==> src/rtl/rwot_pkg.sv <==
package rwot_pkg;

	localparam int KIND_W          = 3;
	localparam int ID_W            = 16;
	localparam int OFF_W           = 16;
	localparam int STATUS_W        = 2;
	localparam int DEF_TABLE_SLOTS = 8;

	// modulo dividend: offset plus frame count
	localparam int DIV_W = OFF_W + 1;

	localparam logic [OFF_W-1:0] BUF_SIZE_RST = 16'd4096;

	// command kinds
	localparam logic [KIND_W-1:0] KIND_ADD       = 3'd0;
	localparam logic [KIND_W-1:0] KIND_REMOVE    = 3'd1;
	localparam logic [KIND_W-1:0] KIND_FRAMES    = 3'd2;
	localparam logic [KIND_W-1:0] KIND_NEW_POINT = 3'd3;
	localparam logic [KIND_W-1:0] KIND_QUERY     = 3'd4;

	// result status
	localparam logic [STATUS_W-1:0] STS_OK        = 2'd0;
	localparam logic [STATUS_W-1:0] STS_PRESENT   = 2'd1;
	localparam logic [STATUS_W-1:0] STS_NOT_FOUND = 2'd2;
	localparam logic [STATUS_W-1:0] STS_FULL      = 2'd3;

	typedef struct packed {
		logic             wr_en;
		logic             set_vld;
		logic             clr_vld;
		logic [ID_W-1:0]  writer;
		logic [OFF_W-1:0] off;
	} tbl_wr_t;

	typedef struct packed {
		logic             vld;
		logic [ID_W-1:0]  writer;
		logic [OFF_W-1:0] off;
	} tbl_rd_t;

endpackage

==> src/rtl/rwot_table.sv <==
module rwot_table #(
	parameter int SLOTS = rwot_pkg::DEF_TABLE_SLOTS,
	parameter int IDX_W = 3
) (
	input  logic                 clk,
	input  logic                 arst_n,
	input  logic                 rd_en,
	input  logic [IDX_W-1:0]     rd_idx,
	output rwot_pkg::tbl_rd_t    rd,
	input  logic [IDX_W-1:0]     wr_idx,
	input  rwot_pkg::tbl_wr_t    wr
);
	import rwot_pkg::*;

	localparam int WORD_W = ID_W + OFF_W;

	logic [SLOTS-1:0]  vld_q;
	logic [SLOTS-1:0]  wrt_q;   // entry written since reset
	logic [WORD_W-1:0] mem [SLOTS];
	logic [WORD_W-1:0] word_s1;
	logic              vld_s1;
	logic              wrt_s1;

	always_ff @(posedge clk or negedge arst_n) begin
		if (!arst_n) begin
			vld_q <= '0;
			wrt_q <= '0;
		end else begin
			if (wr.set_vld)
				vld_q[wr_idx] <= 1'b1;
			if (wr.clr_vld)
				vld_q[wr_idx] <= 1'b0;
			if (wr.wr_en)
				wrt_q[wr_idx] <= 1'b1;
		end
	end

	always_ff @(posedge clk) begin
		if (wr.wr_en)
			mem[wr_idx] <= {wr.writer, wr.off};
		if (rd_en) begin
			word_s1 <= mem[rd_idx];
			vld_s1  <= vld_q[rd_idx];
			wrt_s1  <= wrt_q[rd_idx];
		end
	end

	// unwritten entries read as zero
	assign rd.vld    = vld_s1;
	assign rd.writer = wrt_s1 ? word_s1[WORD_W-1:OFF_W] : '0;
	assign rd.off    = wrt_s1 ? word_s1[OFF_W-1:0] : '0;

endmodule

==> src/rtl/ring_writer_offset_tracker.sv <==
// Channel | Dir | Fields                          | Handshake
// cmd     | in  | kind, writer_id, frame_count    | cmd_valid / cmd_stall
// rsp     | out | status, value                   | rsp_valid / rsp_stall
// cfg     | in  | buffer_size at byte 0           | APB write, pready tied high
//
// A command runs from transfer to result as follows: the table is
// scanned one slot a cycle through the single read port, then the read data
// register, the finish state and the load of the result register follow.
// Frames-added on a known writer also runs the modulo, bit-serially on
// the shared subtractor, before the result is loaded.
// cmd_stall is high from the cycle after a transfer until the block is idle again;
// a result waiting under rsp_stall does not stop the next command being taken.
// Reset clears the slot valid bits and the common point and sets buffer_size to 4096.
module ring_writer_offset_tracker #(
	parameter int TABLE_SLOTS = rwot_pkg::DEF_TABLE_SLOTS
) (
	input  logic                           clk,
	input  logic                           arst_n,
	input  logic                           psel,
	input  logic                           penable,
	input  logic                           pwrite,
	input  logic [2:0]                     paddr,
	input  logic [31:0]                    pwdata,
	output logic [31:0]                    prdata,
	output logic                           pready,
	input  logic                           cmd_valid,
	output logic                           cmd_stall,
	input  logic [rwot_pkg::KIND_W-1:0]    kind,
	input  logic [rwot_pkg::ID_W-1:0]      writer_id,
	input  logic [rwot_pkg::OFF_W-1:0]     frame_count,
	output logic                           rsp_valid,
	input  logic                           rsp_stall,
	output logic [rwot_pkg::STATUS_W-1:0]  status,
	output logic [rwot_pkg::OFF_W-1:0]     value
);
	import rwot_pkg::*;

	localparam int IDX_W = (TABLE_SLOTS > 1) ? $clog2(TABLE_SLOTS) : 1;
	localparam logic [IDX_W-1:0] LAST_IDX = IDX_W'(TABLE_SLOTS - 1);
	localparam int CNT_W = $clog2(DIV_W);
	localparam logic [CNT_W-1:0] CNT_TOP = CNT_W'(DIV_W - 1);

	// register index taken from paddr[2]
	localparam logic REG_BUFFER_SIZE = 1'b0;

	localparam logic [2:0] S_IDLE = 3'd0;
	localparam logic [2:0] S_SCAN = 3'd1;
	localparam logic [2:0] S_FIN  = 3'd2;
	localparam logic [2:0] S_MOD  = 3'd3;
	localparam logic [2:0] S_DONE = 3'd4;

	// ---------------------------------------------------------------
	// configuration
	// ---------------------------------------------------------------
	logic [OFF_W-1:0] bsize_q;
	logic [OFF_W-1:0] esize;       // zero size acts as one
	logic             cfg_wr;

	assign cfg_wr = psel & penable & pwrite;
	assign pready = 1'b1;
	assign prdata = (paddr[2] == REG_BUFFER_SIZE) ? {16'b0, bsize_q} : '0;
	assign esize  = (bsize_q == '0) ? OFF_W'(1) : bsize_q;

	always_ff @(posedge clk or negedge arst_n) begin
		if (!arst_n)
			bsize_q <= BUF_SIZE_RST;
		else if (cfg_wr && paddr[2] == REG_BUFFER_SIZE)
			bsize_q <= pwdata[OFF_W-1:0];
	end

	// ---------------------------------------------------------------
	// sequencer state and scan pipeline
	// ---------------------------------------------------------------
	logic [2:0]       state_q;
	logic             iss_q;       // scan reads still being issued
	logic [IDX_W-1:0] rd_idx_q;
	logic             rv_s1;       // table read data valid
	logic [IDX_W-1:0] idx_s1;
	logic             hit_q;
	logic             free_q;
	logic [CNT_W-1:0] mod_cnt_q;
	logic [OFF_W-1:0] cp_q;        // common write point
	logic             rsp_valid_q;

	// captured command
	logic [KIND_W-1:0] kind_q;
	logic [ID_W-1:0]   id_q;
	logic [OFF_W-1:0]  frames_q;

	// scan results
	logic [IDX_W-1:0] hit_idx_q;
	logic [OFF_W-1:0] hit_off_q;
	logic [OFF_W-1:0] hit_dist_q;
	logic [IDX_W-1:0] free_idx_q;
	logic [OFF_W-1:0] best_q;
	logic [OFF_W-1:0] best_off_q;

	// modulo unit state
	logic [OFF_W-1:0] rem_q;
	logic [DIV_W-1:0] div_q;

	// result staging and output register
	logic [STATUS_W-1:0] res_status_q;
	logic [OFF_W-1:0]    res_value_q;
	logic [STATUS_W-1:0] res_status_d;
	logic [OFF_W-1:0]    res_value_d;
	logic [STATUS_W-1:0] status_q;
	logic [OFF_W-1:0]    value_q;

	logic cmd_xfer;
	logic rsp_free;
	logic rsp_load;
	logic scan_last;

	assign cmd_stall = (state_q != S_IDLE);
	assign cmd_xfer  = cmd_valid & ~cmd_stall;
	assign rsp_free  = ~rsp_valid_q | ~rsp_stall;
	assign rsp_load  = (state_q == S_DONE) && rsp_free;
	assign scan_last = rv_s1 && (idx_s1 == LAST_IDX);

	assign rsp_valid = rsp_valid_q;
	assign status    = status_q;
	assign value     = value_q;

	// ---------------------------------------------------------------
	// slot table
	// ---------------------------------------------------------------
	tbl_rd_t          rd;
	tbl_wr_t          wr;
	logic [IDX_W-1:0] wr_idx;
	logic             rd_en;

	assign rd_en = (state_q == S_SCAN) && iss_q;

	rwot_table #(
		.SLOTS (TABLE_SLOTS),
		.IDX_W (IDX_W)
	) u_table (
		.clk    (clk),
		.arst_n (arst_n),
		.rd_en  (rd_en),
		.rd_idx (rd_idx_q),
		.rd     (rd),
		.wr_idx (wr_idx),
		.wr     (wr)
	);

	// ---------------------------------------------------------------
	// shared subtractor: forward distance during the scan,
	// restoring modulo step in S_MOD
	// ---------------------------------------------------------------
	logic [DIV_W-1:0] sub_a;
	logic [OFF_W-1:0] sub_b;
	logic [DIV_W:0]   sub_d;       // signed, top bit is the borrow
	logic [OFF_W-1:0] rem_next;

	always_comb begin
		if (state_q == S_MOD) begin
			sub_a = {rem_q, div_q[DIV_W-1]};
			sub_b = esize;
		end else begin
			// behind the common point: wrap by one buffer length
			sub_a = (rd.off < cp_q) ? ({1'b0, rd.off} + {1'b0, esize}) : {1'b0, rd.off};
			sub_b = cp_q;
		end
	end

	assign sub_d    = {1'b0, sub_a} - {2'b0, sub_b};
	assign rem_next = sub_d[DIV_W] ? sub_a[OFF_W-1:0] : sub_d[OFF_W-1:0];

	// per-slot decisions on the word coming out of the table
	logic slot_hit;
	logic slot_free;
	logic slot_best;

	assign slot_hit  = rv_s1 && rd.vld && (rd.writer == id_q) && !hit_q;
	assign slot_free = rv_s1 && !rd.vld && !free_q;
	assign slot_best = rv_s1 && rd.vld && !sub_d[DIV_W]
	                   && (sub_d[DIV_W-1:0] < {1'b0, best_q});

	// ---------------------------------------------------------------
	// table writes: add and remove in S_FIN, new offset at the end of S_MOD
	// ---------------------------------------------------------------
	always_comb begin
		wr     = '0;
		wr_idx = hit_idx_q;
		if (state_q == S_FIN) begin
			if (kind_q == KIND_ADD && !hit_q && free_q) begin
				wr.wr_en   = 1'b1;
				wr.set_vld = 1'b1;
				wr.writer  = id_q;
				wr.off     = cp_q;
				wr_idx     = free_idx_q;
			end else if (kind_q == KIND_REMOVE && hit_q) begin
				wr.clr_vld = 1'b1;
			end
		end else if (state_q == S_MOD && mod_cnt_q == '0) begin
			wr.wr_en  = 1'b1;
			wr.writer = id_q;
			wr.off    = rem_next;
		end
	end

	// result of the command, staged in S_FIN
	always_comb begin
		res_status_d = STS_OK;
		res_value_d  = '0;
		unique case (kind_q)
			KIND_ADD: begin
				if (hit_q)
					res_status_d = STS_PRESENT;
				else if (!free_q)
					res_status_d = STS_FULL;
			end
			KIND_REMOVE: begin
				if (!hit_q)
					res_status_d = STS_NOT_FOUND;
			end
			KIND_NEW_POINT: begin
				res_value_d = best_q;
			end
			KIND_QUERY: begin
				if (hit_q)
					res_value_d = hit_dist_q;
				else
					res_status_d = STS_NOT_FOUND;
			end
			default: ;
		endcase
	end

	// ---------------------------------------------------------------
	// control registers
	// ---------------------------------------------------------------
	always_ff @(posedge clk or negedge arst_n) begin
		if (!arst_n) begin
			state_q     <= S_IDLE;
			iss_q       <= 1'b0;
			rd_idx_q    <= '0;
			rv_s1       <= 1'b0;
			idx_s1      <= '0;
			hit_q       <= 1'b0;
			free_q      <= 1'b0;
			mod_cnt_q   <= '0;
			cp_q        <= '0;
			rsp_valid_q <= 1'b0;
		end else begin
			rv_s1  <= rd_en;
			idx_s1 <= rd_idx_q;
			if (slot_hit)
				hit_q <= 1'b1;
			if (slot_free)
				free_q <= 1'b1;
			if (rsp_load)
				rsp_valid_q <= 1'b1;
			else if (rsp_valid_q && !rsp_stall)
				rsp_valid_q <= 1'b0;

			unique case (state_q)
				S_IDLE: begin
					if (cmd_xfer) begin
						state_q  <= S_SCAN;
						iss_q    <= 1'b1;
						rd_idx_q <= '0;
						hit_q    <= 1'b0;
						free_q   <= 1'b0;
					end
				end
				S_SCAN: begin
					if (iss_q) begin
						if (rd_idx_q == LAST_IDX)
							iss_q <= 1'b0;
						else
							rd_idx_q <= rd_idx_q + 1'b1;
					end
					if (scan_last)
						state_q <= S_FIN;
				end
				S_FIN: begin
					if (kind_q == KIND_FRAMES && hit_q) begin
						state_q   <= S_MOD;
						mod_cnt_q <= CNT_TOP;
					end else begin
						state_q <= S_DONE;
					end
					if (kind_q == KIND_NEW_POINT)
						cp_q <= best_off_q;
				end
				S_MOD: begin
					mod_cnt_q <= mod_cnt_q - 1'b1;
					if (mod_cnt_q == '0)
						state_q <= S_DONE;
				end
				S_DONE: begin
					if (rsp_free)
						state_q <= S_IDLE;
				end
				default: state_q <= S_IDLE;
			endcase
		end
	end

	// ---------------------------------------------------------------
	// datapath registers
	// ---------------------------------------------------------------
	always_ff @(posedge clk) begin
		if (cmd_xfer) begin
			kind_q   <= kind;
			id_q     <= writer_id;
			frames_q <= frame_count;
			best_q   <= esize;
		end

		if (slot_hit) begin
			hit_idx_q  <= idx_s1;
			hit_off_q  <= rd.off;
			hit_dist_q <= sub_d[OFF_W-1:0];
		end
		if (slot_free)
			free_idx_q <= idx_s1;
		if (slot_best) begin
			best_q     <= sub_d[OFF_W-1:0];
			best_off_q <= rd.off;
		end else if (rv_s1 && idx_s1 == '0) begin
			// slot 0 offset is the fallback when no writer is valid
			best_off_q <= rd.off;
		end

		if (state_q == S_FIN) begin
			res_status_q <= res_status_d;
			res_value_q  <= res_value_d;
			rem_q        <= '0;
			div_q        <= {1'b0, hit_off_q} + {1'b0, frames_q};
		end

		if (state_q == S_MOD) begin
			rem_q <= rem_next;
			div_q <= {div_q[DIV_W-2:0], 1'b0};
		end

		if (rsp_load) begin
			status_q <= res_status_q;
			value_q  <= res_value_q;
		end
	end

endmodule

==> config.mk <==
export PLATFORM = sky130hd
export DESIGN_NAME = ring_writer_offset_tracker
export DESIGN_NICKNAME = d
export VERILOG_FILES = /design/src/rtl/rwot_pkg.sv /design/src/rtl/rwot_table.sv /design/src/rtl/ring_writer_offset_tracker.sv
export SDC_FILE = /design/constraint.sdc
export NUM_CORES = 1
export LEC_CHECK = 0
export BUFFER_PORTS_ARGS = -buffer_cell sky130_fd_sc_hd__buf_2
export CAP_MARGIN = 40
export CORE_ASPECT_RATIO = 0.75
export CORE_MARGIN = 5
export CORE_UTILIZATION = 55
export CTS_CLUSTER_DIAMETER = 200
export DETAILED_ROUTE_END_ITERATION = 8
export PLACE_DENSITY = 0.73
export SLEW_MARGIN = 30
export SYNTH_ARGS = -nofsm -noshare
export SYNTH_HDL_FRONTEND = slang
export SYNTH_HIERARCHICAL = 1
export SYNTH_SLANG_ARGS = --single-unit
==> constraint.sdc <==
create_clock -name clk -period 9.2 [get_ports clk]
set_input_delay 1.84 -clock clk [delete_from_list [all_inputs] [get_ports clk]]
set_output_delay 1.84 -clock clk [all_outputs]
set_load 0.01 [all_outputs]
==> out/results.ini, run 1 <==
[synth]
yosysSeqAreaShare=0.633
synthArstFlopShare=0.126
post_synth_instance_area_mm2=0.0246
syn_inst=1668
yosysWarnings=6
synth-compound-area-share=0.0818
ys_top_cells_by_area=edfxtp_1, dfrtp_1, mux4_2, ha_1, mux2_2
synthMuxAreaShare=0.113
yosys-top-cells-count=edfxtp_1, nand2_1, a21oi_1
ys_dominant_reg_cell=edfxtp_1
synth_edf_count=463
synth.most_common_cell=edfxtp_1
synth_top_area_share=0.564
ys_ff_latch=531
synth_fa_ha_area_frac=0.0434
synth_top_cell_by_area=edfxtp_1
yosysUniqueCellTypes=91
synth_top_family_by_area=multiplexers
synth_xor_area_frac=0.0181
syn_avg_cell_area_um2=14.8
synthSimpleGateAreaFrac=0.0798

[cts]
cts_root_buf=clkbuf_16
cts_made_buffers=50
ctsResizeCount=0
clockBufferDepth=3
clk_pin_slew_ns=0.06
clkSinkCount=531
holdBufCountCts=0
cts_tree=yes
cts_setup_buffers=0
clock_latency_ns=0.58
htreeDepth=2

[timing]
period_share=0.919
fin_skew_ns=0.0165
setup_viol=0
fmax_mhz=118
worst_hold_slack_ns=0.419
final.setup.worst_slack_ns=0.749
finalCriticalPeriod_ns=8.45
rsz0062_at_grt=false
tightestPinTransition_ns=0.816
setup_tns_ns=0
hold_viol_final=0
slew_headroom=0.451
final_max_slew_viol_count=0

[finish]
regMostFlops=u_table/mem
fillers=3226
fin_nets=1939
multiInputGateArea_mm2=0.00843
top_regs=u_table/mem: 256 flops, u_table/word_s1: 32 flops, div_q: 17 flops
area_delta_synth_final_pct=11.4
utilization=0.617
largest_reg_flops=256
seq_area_mm2=0.0156
layout-drive-gt1-share=0.217
layoutNonFillerInstCount=2407
fin_area_mm2=0.0275
insertedDiodeCount=0

[route]
drt-pass1-iter-count=5
drc_errors=0
ant_nets=0
post_drt_wl_per_cell_um=23.1
vias=14622
vias_per_cell=6.07
drt_iter0_drc=1282
drt-total-wl_um=55600

[setup_path]
r2r_cells=28
endpoint_kind=flop
worst-path-buf-inv=2
required_ns=9.45
r2r_slack_ns=0.75
cp_top_family=compound AO/OA/AOI/OAI gates
r2r-start=u_table/wrt_s1
path_max_fanout=17
crit_slowest_cell=edfxtp_1
slowest_delay_ns=0.74
start_kind=flop
cp.arrival_ns=8.70
crit_type=reg2reg
rr_endpoint=best_q[10]

[min_path]
hold_end=value[14]
worstHoldStart=res_value_q[14]
hold_depth=0
holdCritPathClass=reg2reg

[power]
internal_power_mw=6.54
peakVddDrop_mv=0.369
power-per-cell-area_mw_per_mm2=402
seqPwrFrac=0.320
clock_power_share=0.179
pwr-share-comb=0.501
sw_frac_of_total=0.407
finalPower_mw=11.0
leakage_nw=10.2
switching_power_mw=4.49

[job]
drv_cap=0

[global_routing]
grtUsageTotal=0.226
grt_pass1_wl_um=86300
first_global_vias=14427
grt_max_degree=60
antenna_found_initial=0
grt_remaining_overflow=0

[floorplan]
die_w_um=254
rows=67
io_pins=130
core_mm2=0.0445
die_h_um=193
start_util=0.554
die-area_mm2=0.0492

[placed_design]
place_area_mm2=0.0258
place_ws_ns=0.985
io_buffer_count=94
gp_congestion=0.928
place_inst=2305
dp_hpwl_um=36100

[run_status]
status=complete, no violations

layout make-up:
| cell class | count | area share |
|---|---|---|
| Sequential cell | 531 | 0.568 |
| Multi-Input combinational cell | 997 | 0.307 |
| Clock buffer | 72 | 0.0519 |
| Timing Repair Buffer | 142 | 0.0329 |
| Tap cell | 586 | 0.0267 |
| Inverter | 58 | 0.00793 |
| Clock inverter | 21 | 0.00501 |
power by group through the flow:
stage	clock [mW]	sequential [mW]	combinational, mW
2_1_floorplan	0	3.44	3.99
3_3_place_gp	0	3.56	5.22
3_5_place_dp	0	3.57	5.36
4_1_cts	2.02	3.53	5.41
5_1_grt	2.12	3.57	6.04
6_report	1.98	3.53	5.52
how the worst max path moves through the flow:
stage | start | to | slack [ns] | cells past startpoint
finish | u_table/wrt_s1 | best_q[10] | 0.75 | 28
global placement | u_table/wrt_s1 | best_q[10] | 1.13 | 29
detailed placement | u_table/wrt_s1 | best_q[10] | 0.98 | 28
global route | u_table/wrt_s1 | best_q[10] | 0.18 | 28
CTS | u_table/wrt_s1 | best_q[10] | 0.94 | 28
floorplan | u_table/wrt_s1 | best_q[0] | 1.97 | 35
worst reg2reg max path: cells and delay by family (launching register included):
family / cells / cell delay (ns)
flip-flops: 1 / 0.74
AO/OA/AOI/OAI: 15 / 4.06
multiplexers: 1 / 0.20
buffers and inverters: 2 / 0.37
AND/OR/NAND/NOR: 6 / 1.50
XOR/XNOR: 1 / 0.24
adder cells (fa/ha/maj): 3 / 1.03
routing by layer:
| metal | global-route usage | share of wire | vias up |
|---|---|---|---|
| li1 | - | - | 6560 |
| met5 | 0 | 0 | - |
| met3 | 0.0430 | 0.080 | 85 |
| met4 | 0.0551 | 0.022 | 0 |
| met2 | 0.337 | 0.46 | 552 |
| met1 | 0.348 | 0.44 | 7425 |
cells in the final DEF (no fill, tap or decap), types with 13 or more instances in the layout:
master | Yosys | final
nor2b_1 | 27 | 27
clkbuf_1 | 50 | 14
edfxtp_1 | 463 | 463
ha_1 | 79 | 79
xnor2_1 | 24 | 24
nand2_1 | 121 | 121
mux2_2 | 58 | 58
buf_4 | 19 | 33
o21ai_0 | 44 | 44
and2_1 | 54 | 54
clkbuf_16 | 0 | 51
dfrtp_1 | 66 | 63
xor2_1 | 27 | 27
inv_1 | 58 | 58
a21oi_1 | 89 | 88
buf_2 | 14 | 100
conb_1 | 2 | 17
a211oi_1 | 16 | 16
nor2_1 | 85 | 77
mux2_4 | 26 | 26
a21o_1 | 20 | 20
mux4_2 | 62 | 62
nand2b_1 | 13 | 13
a22o_1 | 22 | 22
mux2i_1 | 15 | 15
cell families after synthesis:
family                     after synthesis
DFF                                    531
other                                    2
xor gates and xnor gates                51
adders and majority gates               84
buffers and inverters                  155
and+or+nand+nor                        385
AOI/OAI and AO/OA                      292
muxes                                  168
(Power assumes the default switching activity.)
==> inputs of run 2 (changes only) <==
clock period = 8.22 ns   (was 9.2 ns; I/O delays follow)
==> run 2 against run 1 <==
Non-clock buffer count increased by 22; count of clock-buffer cells in the layout fell by 5; clock skew increased by 0.0051 ns; critical endpoint is now best_q[12]; global-route usage shrank 0.079 points; clock power rose by 18%; sequential cell count unchanged; combinational power rose by 16%; register-to-register slack lost 0.32 ns; highest routed layer is now met5; largest cell class unchanged; hold slack better by 0.0012 ns; utilization rose by 0.72 points; critical path type unchanged; setup slack got worse by 0.32 ns.
==> out/results.ini, run 2 (synthesis gave the netlist of run 1 again) <==
[setup_path]
cp.arrival_ns=8.08  ; was 8.70 ns
required_ns=8.50  ; was 9.45 ns
path_depth=34  ; was 28
worst-path-buf-inv=3  ; was 2
endpoint_kind=flop  ; unchanged
crit_type=reg2reg  ; unchanged
start_kind=flop  ; unchanged
rr_endpoint=best_q[12]  ; was best_q[10]
r2r_cells=34  ; was 28
crit_top_cell=a21oi_1
path_max_fanout=16  ; was 17
r2r_slack_ns=0.43  ; was 0.75 ns
crit_slowest_cell=edfxtp_1  ; unchanged
cp_top_family=compound AO/OA/AOI/OAI gates  ; unchanged
slowest_delay_ns=0.54  ; was 0.74 ns
r2r-start=u_table/wrt_s1  ; unchanged

[route]
vias_per_cell=6.04  ; was 6.07
ant_nets=0  ; unchanged
vias=14665  ; was 14.6k
drt_iter0_drc=1472  ; was 1,282
drt-pass1-iter-count=7  ; was 5
drt-total-wl_um=55800  ; was 55,600 um
post_drt_wl_per_cell_um=23.0  ; was 23.1 um
drc_errors=0  ; unchanged

[finish]
layout_common_cells=edfxtp_1, nand2_1, buf_2, a21oi_1, ha_1  ; unchanged
insertedDiodeCount=0  ; unchanged
largest_reg_flops=256  ; unchanged
top_regs=u_table/mem: 256 flops, u_table/word_s1: 32 flops, div_q: 17 flops  ; unchanged
fin_area_mm2=0.0278  ; was 0.0275 mm2
area_delta_synth_final_pct=12.7  ; was 11.4%
regMostFlops=u_table/mem  ; unchanged
layout-drive-gt1-share=0.231  ; was 0.217
layout_commonest_cell=edfxtp_1  ; unchanged
fin_nets=1962  ; was 1,939

[run_status]
status=complete, no violations  ; unchanged

[global_routing]
grtUsageTotal=0.225  ; was 0.226
antenna_found_initial=2  ; was 0
grt_remaining_overflow=0  ; unchanged
grt_max_degree=60  ; unchanged
grt_pass1_wl_um=86400  ; was 86,300 um
first_global_vias=14484  ; was 14.4k

[timing]
fin_skew_ns=0.0216  ; was 0.0165 ns
fmax_mhz=128  ; was 118 MHz
setup_viol=0  ; unchanged
final_max_slew_viol_count=0  ; unchanged
finalCriticalPeriod_ns=7.79  ; was 8.45 ns
worst_hold_slack_ns=0.420  ; was 0.419 ns
hold_viol_final=0  ; unchanged
period_share=0.948  ; was 0.919
tightestPinTransition_ns=0.833  ; was 0.816 ns
slew_headroom=0.439  ; was 0.451

[power]
internal_power_mw=7.58  ; was 6.54 mW
clock_power_share=0.184  ; was 0.179
power-per-cell-area_mw_per_mm2=457  ; was 402 mW/mm2
leakage_nw=10.4  ; was 10.2 nW
switching_power_mw=5.12  ; was 4.49 mW
sw_frac_of_total=0.403  ; was 0.407
finalPower_mw=12.7  ; was 11.0 mW
pwr-share-comb=0.504  ; was 0.501
peakVddDrop_mv=0.514  ; was 0.369 mV
seqPwrFrac=0.311  ; was 0.320

[cts]
clock_latency_ns=0.58  ; about the same
cts_made_buffers=51  ; was 50
cts_root_buf=clkbuf_16  ; unchanged
cts_tree=yes  ; unchanged
clkSinkCount=531  ; unchanged
clk_pin_slew_ns=0.06  ; about the same
htreeDepth=2  ; unchanged
holdBufCountCts=0  ; unchanged
clockBufferDepth=3  ; unchanged

[floorplan]
die_h_um=193  ; unchanged
io_pins=130  ; unchanged
core_mm2=0.0445  ; unchanged
die_w_um=254  ; unchanged
die-area_mm2=0.0492  ; unchanged
rows=67  ; unchanged
start_util=0.554  ; unchanged

[min_path]
worstHoldStart=res_status_q[1]  ; was res_value_q[14]
holdCritPathClass=reg2reg  ; unchanged
hold_depth=0  ; unchanged
hold_end=status[1]  ; was value[14]

[placed_design]
dp_hpwl_um=36700  ; was 36,100 um
place_area_mm2=0.0260  ; was 0.0258 mm2
io_buffer_count=94  ; unchanged
gp_congestion=0.940  ; was 0.928

[job]
drv_cap=0  ; unchanged

-- run 2: cell types whose count changed in the layout (fill, tap and decap cells not counted), sizes merged --
cell / previous run / this run
buf: 140 / 159
bufinv: 1 / 5
clkinv: 15 / 18
clkinvlp: 4 / 1
clkbuf: 73 / 71
clkdlybuf4s25: 1 / 0
dlymetal6s2s: 0 / 1
-- run 2: timing repair --
item                                    in CTS  in global routing
endpoints found under the hold margin        0                  0
endpoints found under the setup margin       0                 46
setup buffers                                0                  2
gates resized for setup                      0                  6
-- run 2: power groups by stage --
| stage | sequential, mW | clock, mW | combinational [mW] |
|---|---|---|---|
| final | 3.96 | 2.34 | 6.40 |
| after global routing | 4.00 | 2.50 | 7.03 |
| after CTS | 3.96 | 2.38 | 6.26 |
| after detailed placement | 4.01 | 0 | 6.20 |
| after global placement | 4.00 | 0 | 6.06 |
| after floorplan | 3.85 | 0 | 4.46 |
-- run 2: layout make-up --
class | instances | area, um2
Fill cell | 3223 | 16700
Sequential cell | 531 | 15600
Multi-Input combinational cell | 997 | 8450
Clock buffer | 67 | 1380
Timing Repair Buffer | 164 | 1110
Tap cell | 586 | 733
Clock inverter | 25 | 280
Inverter | 58 | 218
-- run 2: worst max path at each step --
stage	start	to	slack, ns
2_1_floorplan	u_table/wrt_s1	best_q[0]	0.99
4_1_cts	u_table/wrt_s1	best_q[12]	0.45
6_report	u_table/wrt_s1	best_q[12]	0.43
3_5_place_dp	u_table/wrt_s1	best_q[10]	0.53
3_3_place_gp	u_table/wrt_s1	best_q[10]	0.57
5_1_grt	u_table/wrt_s1	best_q[12]	-0.003
-- run 2: stage by stage --
step	setup TNS, ns	std cells	setup WS (ns)	utilization
after global placement	0	2318	0.570	0.581
final	0	2428	0.427	0.624
after detailed placement	0	2323	0.527	0.584
after global routing	-0.00339	2428	-0.00339	0.624
after CTS	0	2415	0.452	0.621
after floorplan	0	1683	0.991	-
-- run 2: routing by layer --
metal  up-vias  part of all wire  global-route usage
met5         -           0.00023                   0
met4         2             0.016              0.0425
met3        82             0.074              0.0356
met2       511              0.45               0.337
met1      7466              0.46               0.356
li1       6604                 -                   -
